[src/rtl/core/sfta_pkg.sv]
// sfta_pkg: shared types and constants of the strip/fan triangle assembler
// used by sfta_assembler and strip_fan_triangle_assembler_core, no dependencies

package sfta_pkg;

    localparam int IndexWidth = 16;
    localparam int TexWidth   = 32;
    localparam int CountWidth = 16;
    localparam int RunWidth   = 15;

    localparam logic OP_HEADER = 1'b0;
    localparam logic OP_VERTEX = 1'b1;

    typedef struct packed {
        logic [IndexWidth-1:0] index;
        logic [TexWidth-1:0]   s;
        logic [TexWidth-1:0]   t;
    } vertex_t;

    typedef struct packed {
        logic                         opcode;
        logic signed [CountWidth-1:0] vertex_count;
        vertex_t                      vtx;
    } in_item_t;

    typedef struct packed {
        vertex_t c0;
        vertex_t c1;
        vertex_t c2;
        logic    run_last;
    } triangle_t;

endpackage

[src/rtl/core/strip_fan_triangle_assembler_core.sv]
// strip_fan_triangle_assembler_core: top level with input and result registers
// depends on sfta_pkg and sfta_assembler
//
// Usage: the input channel (in_valid/in_ready) takes run headers (opcode 0,
// signed vertex_count) and vertices (opcode 1, vertex_index, tex_s, tex_t).
// A positive count opens a strip, a negative one a fan, zero ends the list.
// The output channel (out_valid/out_ready) gives one triangle, three corners
// plus run_last, for each vertex from the third of a run on; headers and
// vertices with no open run give nothing.
// An accepted item sits in the input register until the result register can
// take it; its triangle, if it forms one, is then written into the result
// register and offered on the output channel from there.
// Throughput: one item per cycle while the receiver keeps taking triangles;
// the run state and the two held corners are updated as each item advances.
// When the receiver stalls, the triangle holds in the result register and the
// next item waits in the input register; in_ready drops only when both are
// full. Reset clears both valid flags and closes any open run; the held
// corners are not reset and are written before a run reads them.

module strip_fan_triangle_assembler_core (
    input  logic                                clk,
    input  logic                                rst_n,
    input  logic                                in_valid,
    output logic                                in_ready,
    input  logic                                opcode,
    input  logic signed [sfta_pkg::CountWidth-1:0] vertex_count,
    input  logic [sfta_pkg::IndexWidth-1:0]     vertex_index,
    input  logic [sfta_pkg::TexWidth-1:0]       tex_s,
    input  logic [sfta_pkg::TexWidth-1:0]       tex_t,
    output logic                                out_valid,
    input  logic                                out_ready,
    output logic [sfta_pkg::IndexWidth-1:0]     corner0_index,
    output logic [sfta_pkg::TexWidth-1:0]       corner0_s,
    output logic [sfta_pkg::TexWidth-1:0]       corner0_t,
    output logic [sfta_pkg::IndexWidth-1:0]     corner1_index,
    output logic [sfta_pkg::TexWidth-1:0]       corner1_s,
    output logic [sfta_pkg::TexWidth-1:0]       corner1_t,
    output logic [sfta_pkg::IndexWidth-1:0]     corner2_index,
    output logic [sfta_pkg::TexWidth-1:0]       corner2_s,
    output logic [sfta_pkg::TexWidth-1:0]       corner2_t,
    output logic                                run_last
);

    logic                in_valid_reg, in_valid_next;
    sfta_pkg::in_item_t  item_reg;
    logic                out_valid_reg, out_valid_next;
    sfta_pkg::triangle_t tri_reg;

    logic                advance;
    logic                in_take;
    logic                emit;
    sfta_pkg::triangle_t tri_comb;

    // item leaves the input register once the result register can take it
    assign advance  = in_valid_reg && (!out_valid_reg || out_ready);
    assign in_ready = !in_valid_reg || advance;
    assign in_take  = in_valid && in_ready;

    sfta_assembler u_asm (
        .clk     (clk),
        .rst_n   (rst_n),
        .step    (advance),
        .item    (item_reg),
        .emit    (emit),
        .tri_out (tri_comb)
    );

    always_comb
    begin
        in_valid_next = in_valid_reg;
        if (in_take)
            in_valid_next = 1'b1;
        else if (advance)
            in_valid_next = 1'b0;

        out_valid_next = out_valid_reg;
        if (advance)
            out_valid_next = emit;
        else if (out_ready)
            out_valid_next = 1'b0;
    end

    always_ff @(posedge clk or negedge rst_n)
    begin
        if (!rst_n)
        begin
            in_valid_reg  <= 1'b0;
            out_valid_reg <= 1'b0;
        end
        else
        begin
            in_valid_reg  <= in_valid_next;
            out_valid_reg <= out_valid_next;
        end
    end

    always_ff @(posedge clk)
    begin
        if (in_take)
        begin
            item_reg.opcode       <= opcode;
            item_reg.vertex_count <= vertex_count;
            item_reg.vtx.index    <= vertex_index;
            item_reg.vtx.s        <= tex_s;
            item_reg.vtx.t        <= tex_t;
        end
        if (advance && emit)
            tri_reg <= tri_comb;
    end

    assign out_valid     = out_valid_reg;
    assign corner0_index = tri_reg.c0.index;
    assign corner0_s     = tri_reg.c0.s;
    assign corner0_t     = tri_reg.c0.t;
    assign corner1_index = tri_reg.c1.index;
    assign corner1_s     = tri_reg.c1.s;
    assign corner1_t     = tri_reg.c1.t;
    assign corner2_index = tri_reg.c2.index;
    assign corner2_s     = tri_reg.c2.s;
    assign corner2_t     = tri_reg.c2.t;
    assign run_last      = tri_reg.run_last;

endmodule

[src/rtl/core/sfta_assembler.sv]
// sfta_assembler: run state, two held corners and triangle forming logic
// depends on sfta_pkg

module sfta_assembler (
    input  logic                clk,
    input  logic                rst_n,
    input  logic                step,
    input  sfta_pkg::in_item_t  item,
    output logic                emit,
    output sfta_pkg::triangle_t tri_out
);

    logic                           fan_mode_reg, fan_mode_next;
    logic [sfta_pkg::RunWidth-1:0]  run_length_reg, run_length_next;
    logic [sfta_pkg::RunWidth-1:0]  position_reg, position_next;
    sfta_pkg::vertex_t              held0_reg, held0_next;
    sfta_pkg::vertex_t              held1_reg, held1_next;

    logic [sfta_pkg::RunWidth:0]    pos_inc;
    logic [sfta_pkg::CountWidth-1:0] neg_count;
    logic [sfta_pkg::RunWidth-1:0]  fan_len;
    logic                           is_vertex;
    logic                           swap;

    assign is_vertex = (item.opcode == sfta_pkg::OP_VERTEX) && (run_length_reg != '0);
    assign pos_inc   = {1'b0, position_reg} + {{sfta_pkg::RunWidth{1'b0}}, 1'b1};
    assign neg_count = -item.vertex_count;
    // a count of -32768 negates to itself, saturate its length
    assign fan_len   = neg_count[sfta_pkg::CountWidth-1] ? {sfta_pkg::RunWidth{1'b1}}
                                                          : neg_count[sfta_pkg::RunWidth-1:0];
    // odd strip positions swap the held corners to keep the winding
    assign swap      = !fan_mode_reg && position_reg[0];

    always_comb
    begin
        emit             = is_vertex && (position_reg > 15'd1);
        tri_out.c0       = swap ? held1_reg : held0_reg;
        tri_out.c1       = swap ? held0_reg : held1_reg;
        tri_out.c2       = item.vtx;
        tri_out.run_last = (pos_inc == {1'b0, run_length_reg});
    end

    always_comb
    begin
        fan_mode_next   = fan_mode_reg;
        run_length_next = run_length_reg;
        position_next   = position_reg;
        held0_next      = held0_reg;
        held1_next      = held1_reg;
        if (item.opcode == sfta_pkg::OP_HEADER)
        begin
            position_next = '0;
            if (item.vertex_count == '0)
            begin
                fan_mode_next   = 1'b0;
                run_length_next = '0;
            end
            else if (!item.vertex_count[sfta_pkg::CountWidth-1])
            begin
                fan_mode_next   = 1'b0;
                run_length_next = item.vertex_count[sfta_pkg::RunWidth-1:0];
            end
            else
            begin
                fan_mode_next   = 1'b1;
                run_length_next = fan_len;
            end
        end
        else if (is_vertex)
        begin
            if (fan_mode_reg)
            begin
                if (position_reg == '0)
                    held0_next = item.vtx;
            end
            else
            begin
                held0_next = held1_reg;
            end
            held1_next = item.vtx;
            if (pos_inc >= {1'b0, run_length_reg})
            begin
                run_length_next = '0;
                position_next   = '0;
                fan_mode_next   = 1'b0;
            end
            else
            begin
                position_next = pos_inc[sfta_pkg::RunWidth-1:0];
            end
        end
    end

    always_ff @(posedge clk or negedge rst_n)
    begin
        if (!rst_n)
        begin
            fan_mode_reg   <= 1'b0;
            run_length_reg <= '0;
            position_reg   <= '0;
        end
        else if (step)
        begin
            fan_mode_reg   <= fan_mode_next;
            run_length_reg <= run_length_next;
            position_reg   <= position_next;
        end
    end

    always_ff @(posedge clk)
    begin
        if (step)
        begin
            held0_reg <= held0_next;
            held1_reg <= held1_next;
        end
    end

endmodule

[config.mk]
export PLATFORM = sky130hd
export DESIGN_NAME = strip_fan_triangle_assembler_core
export DESIGN_NICKNAME = d
export VERILOG_FILES = /design/src/rtl/core/sfta_pkg.sv /design/src/rtl/core/strip_fan_triangle_assembler_core.sv /design/src/rtl/core/sfta_assembler.sv
export SDC_FILE = /design/constraint.sdc
export NUM_CORES = 1
export LEC_CHECK = 0
export ABC_AREA = 1
export ABC_CLOCK_PERIOD_IN_PS = 12600
export BUFFER_PORTS_ARGS = -buffer_cell sky130_fd_sc_hd__buf_4
export CORE_MARGIN = 5
export CORE_UTILIZATION = 50
export DETAILED_ROUTE_END_ITERATION = 12
export PLACE_DENSITY = 0.78
export RECOVER_POWER = 100
export SYNTH_ARGS = -nofsm -noshare
export SYNTH_HDL_FRONTEND = slang
export SYNTH_SLANG_ARGS = --single-unit
[constraint.sdc]
create_clock -name clk -period 12.6 [get_ports clk]
set_input_delay 2.52 -clock clk [delete_from_list [all_inputs] [get_ports clk]]
set_output_delay 2.52 -clock clk [all_outputs]
set_load 0.01 [all_outputs]
==> qor.log <==
qor: outcome.status complete, but fails checks
qor: outcome.violated_checks max-capacitance violations, max-slew violations
qor: setup_path.regToRegStartpoint u_asm.fan_mode_reg$_DFFE_PN0P_
qor: grt.total_gr_overflow 0
qor: cells_and_area.synthToLayoutAreaGrowth 18.4%
qor: floorplan.io_pins 344
qor: sta.final-setup-viol-count 0
qor: sta.tightestPinTransition 3.53 ns
qor: logic_synthesis.synth_top_cells_by_area sky130_fd_sc_hd__edfxtp_1, sky130_fd_sc_hd__nand2_1, sky130_fd_sc_hd__o21ai_0, sky130_fd_sc_hd__dfrtp_1, sky130_fd_sc_hd__inv_1
qor: drt.antenna_left 0
qor: setup_path.worstSetupEndpointType flip-flop
qor: drt.routed_wirelength 46,100 µm
qor: sta.final.period_utilization 0.599
qor: logic_synthesis.postSynth.topFlopCell sky130_fd_sc_hd__edfxtp_1
qor: setup_path.critPathLaunch u_asm.fan_mode_reg$_DFFE_PN0P_
qor: logic_synthesis.synthesis.nets 1,671
qor: cells_and_area.drive_gt1_frac 0.0918
qor: worst_hold_path.worst_hold_path.num_cells 2
qor: power_and_ir_drop.power.density_cell_area 216 nW/µm²
qor: drt.detail_route.wl_per_cell 18.6 µm
qor: setup_path.cp-start-kind flip-flop
qor: power_and_ir_drop.net-switching-power 1.57 mW
qor: sta.fin_crit 7.55 ns
qor: floorplan.start_util 0.502
qor: sta.fin_worst_skew 0.0179 ns
qor: sta.number_of_failing_hold_endpoints_at_the_final_stage 0
qor: clock_network.hold_buffer_count_at_cts 0
qor: grt.first_global_vias 12,666
qor: power_and_ir_drop.total_power 5.22 mW
qor: power_and_ir_drop.part_of_the_power_in_registers 0.504
qor: setup_path.maximum_net_fanout_on_the_critical_path 97
qor: sta.post_route_setup_tns 0 ns
qor: floorplan.rows 74
qor: worst_hold_path.worstHoldStart u_asm.run_length_reg[12]$_DFFE_PN0P_
qor: placement.place.detailed.hpwl 31,400 µm
qor: grt.grt_pass1_wl 69,600 µm
qor: clock_network.cts_tree done
qor: logic_synthesis.post-synth-top-area-cell sky130_fd_sc_hd__edfxtp_1
qor: logic_synthesis.avgSynthCellArea 13.1 µm²
qor: logic_synthesis.synthCells 1,551
qor: clock_network.post_cts_setup_driven_buffer_insertion_count 0
qor: floorplan.die_y 212 µm
qor: logic_synthesis.netlist.area_leader.share 0.735
qor: worst_hold_path.min_path_type flip-flop to flip-flop
qor: floorplan.design.die.area 44,800 µm²
qor: setup_path.timing.setup.critical_path_class flip-flop to flip-flop
qor: power_and_ir_drop.clkPwrFrac 0.289
qor: power_and_ir_drop.power.leakage 8.97 nW
qor: job.maxCapViolations 14
qor: grt.antenna_found_initial 5
qor: clock_network.clock_tree.buffer_depth 3
qor: grt.grt_use_total 0.200
qor: placement.dp_cells 2,375
qor: clock_network.total_cts_buffers 52
qor: logic_synthesis.synth-seq-cells 531
qor: setup_path.timing.critical_path.required 12.89 ns
qor: clock_network.clk_latency 0.58 ns
qor: logic_synthesis.synthDistinctLibCells 33
qor: clock_network.ctsHtreeMaxLevel 2
qor: setup_path.crit_arrival 7.84 ns
qor: logic_synthesis.ys_async_sr_fraction 0.0621
qor: cells_and_area.stdcell_count 2,475
qor: clock_network.ctsResizeCount 0
qor: drt.vias 12,734
qor: floorplan.fp.dieW 212 µm
qor: sta.fmax 132 MHz
qor: placement.gp_congestion 0.875
qor: logic_synthesis.yosys_warn_count 0
qor: clock_network.cts_root_buffer sky130_fd_sc_hd__clkbuf_16
qor: drt.post_drt_via_cell_ratio 5.15
qor: drt.route.detailed.drc 0
qor: cells_and_area.flip_flop_count_of_the_largest_register_after_layout 97
qor: power_and_ir_drop.comb_power_share 0.206
qor: drt.drt_pre_antenna_iters 5
qor: logic_synthesis.post_synth_instance_area 20,400 µm²
qor: logic_synthesis.edff_count_synth 498
qor: setup_path.r2r_cells 5
qor: clock_network.cts_num_sinks 531
qor: floorplan.core_area 40,600 µm²
qor: power_and_ir_drop.power.internal 3.65 mW
qor: sta.slew_violations 809
qor: clock_network.clkTransAtPathRegs 0.06 ns
qor: logic_synthesis.synth_sequential_area_ratio 0.775
qor: drt.detail_route.iter0.violations 1,137
qor: placement.numPortBuffers 343
qor: grt.maximum_number_of_pins_on_one_net_before_global_route_repair 98
qor: cells_and_area.final_net_count 2,017
qor: sta.grt_setup_unrepaired no
qor: power_and_ir_drop.ir_worst_vdd 0.115 mV
qor: sta.max_slew_margin -1.35
qor: power_and_ir_drop.power_switching_share 0.300
-- routing by layer --
metal	up-vias	global-route usage	wire (µm)
met2	478	0.349	23500
met1	6056	0.248	17600
met5	-	0	13
met3	102	0.0360	3210
met4	2	0.0824	1740
li1	6096	-	-
-- worst max-delay path, stage by stage, from the launching register on --
cell                       delay (ns)
sky130_fd_sc_hd__dfrtp_1         1.88
sky130_fd_sc_hd__inv_1           0.18
sky130_fd_sc_hd__nand2_1         1.44
sky130_fd_sc_hd__clkbuf_1        2.56
sky130_fd_sc_hd__buf_4           0.86
sky130_fd_sc_hd__o21ai_0         0.21
-- synth_stat cells, drive strengths merged, types with 10 or more instances --
cell type,count
nand3,45
inv,144
dfrtp,33
xor2,10
clkbuf,45
o21ai,173
nand2,302
ha,19
nor2,144
buf,17
a21oi,92
edfxtp,498
-- logic make-up (layout without fill, tap and decap cells) --
logic type / Yosys count / after routing / synth area share
other: 0 / 4 / 0
buffers and inverters: 207 / 595 / 0.0392
AO/OA/AOI/OAI: 277 / 277 / 0.0691
flip-flops: 531 / 531 / 0.775
XOR/XNOR: 10 / 10 / 0.00430
AND/OR/NAND/NOR: 507 / 507 / 0.100
adder cells (fa/ha/maj): 19 / 19 / 0.0117
-- placed cells by master (no fill, tap or decap), types with 4 or more instances in the layout --
cell type,Yosys,routed
sky130_fd_sc_hd__a21oi_1,92,92
sky130_fd_sc_hd__buf_4,1,4
sky130_fd_sc_hd__bufinv_16,0,6
sky130_fd_sc_hd__clkbuf_1,45,271
sky130_fd_sc_hd__clkbuf_16,0,52
sky130_fd_sc_hd__clkbuf_4,0,89
sky130_fd_sc_hd__clkinv_1,1,15
sky130_fd_sc_hd__clkinv_2,0,9
sky130_fd_sc_hd__dfrtp_1,33,33
sky130_fd_sc_hd__diode_2,0,4
sky130_fd_sc_hd__edfxtp_1,498,498
sky130_fd_sc_hd__ha_1,19,19
sky130_fd_sc_hd__inv_1,142,140
sky130_fd_sc_hd__nand2_1,298,299
sky130_fd_sc_hd__nand3_1,44,45
sky130_fd_sc_hd__nand4_1,8,8
sky130_fd_sc_hd__nor2_1,139,139
sky130_fd_sc_hd__o21ai_0,171,172
sky130_fd_sc_hd__o22ai_1,8,8
sky130_fd_sc_hd__xor2_1,10,10
-- power groups by stage --
stage	Sequential [mW]	Clock [mW]	Combinational (mW)
final	2.63	1.51	1.08
after floorplan	2.68	0	0.693
after global routing	2.67	1.62	1.22
after CTS	2.62	1.54	1.17
after global placement	2.64	0	1.11
after detailed placement	2.66	0	1.16
-- worst paths after layout --
| path | endpoint | slack [ns] |
|---|---|---|
| max in group asynchronous | u_asm.run_length_reg[9]$_DFFE_PN0P_ | 9.03 |
| max | corner0_s[28]$_DFFE_PP_ | 5.05 |
| min in group asynchronous | u_asm.position_reg[9]$_DFFE_PN0P_ | 2.47 |
| min reg2reg | u_asm.run_length_reg[12]$_DFFE_PN0P_ | 0.47 |
| max reg2reg | corner0_s[28]$_DFFE_PP_ | 5.05 |
| min | u_asm.run_length_reg[12]$_DFFE_PN0P_ | 0.47 |
-- final cells by class --
class                      instances  area [µm²]
tap                              532         666
fill                            3290       16400
inverter                         145         547
clock buffer                      62        1340
clock inverter                    34         328
multi-input combinational        813        3760
timing repair buffer             354        1680
sequential                       531       15800
antenna                            4        10.0
-- stage by stage --
step	instance area, µm²	setup slack [ns]	hold WS [ns]	utilization
after global routing	24100	4.08	0.497	0.594
after CTS	25100	7.00	0.474	0.619
after detailed placement	23500	6.39	0.463	0.578
after floorplan	20400	3.00	0.442	-
final	24100	5.05	0.474	0.594
after global placement	23500	6.43	0.456	0.578
Note: power is estimated with default switching activity, not from simulation.
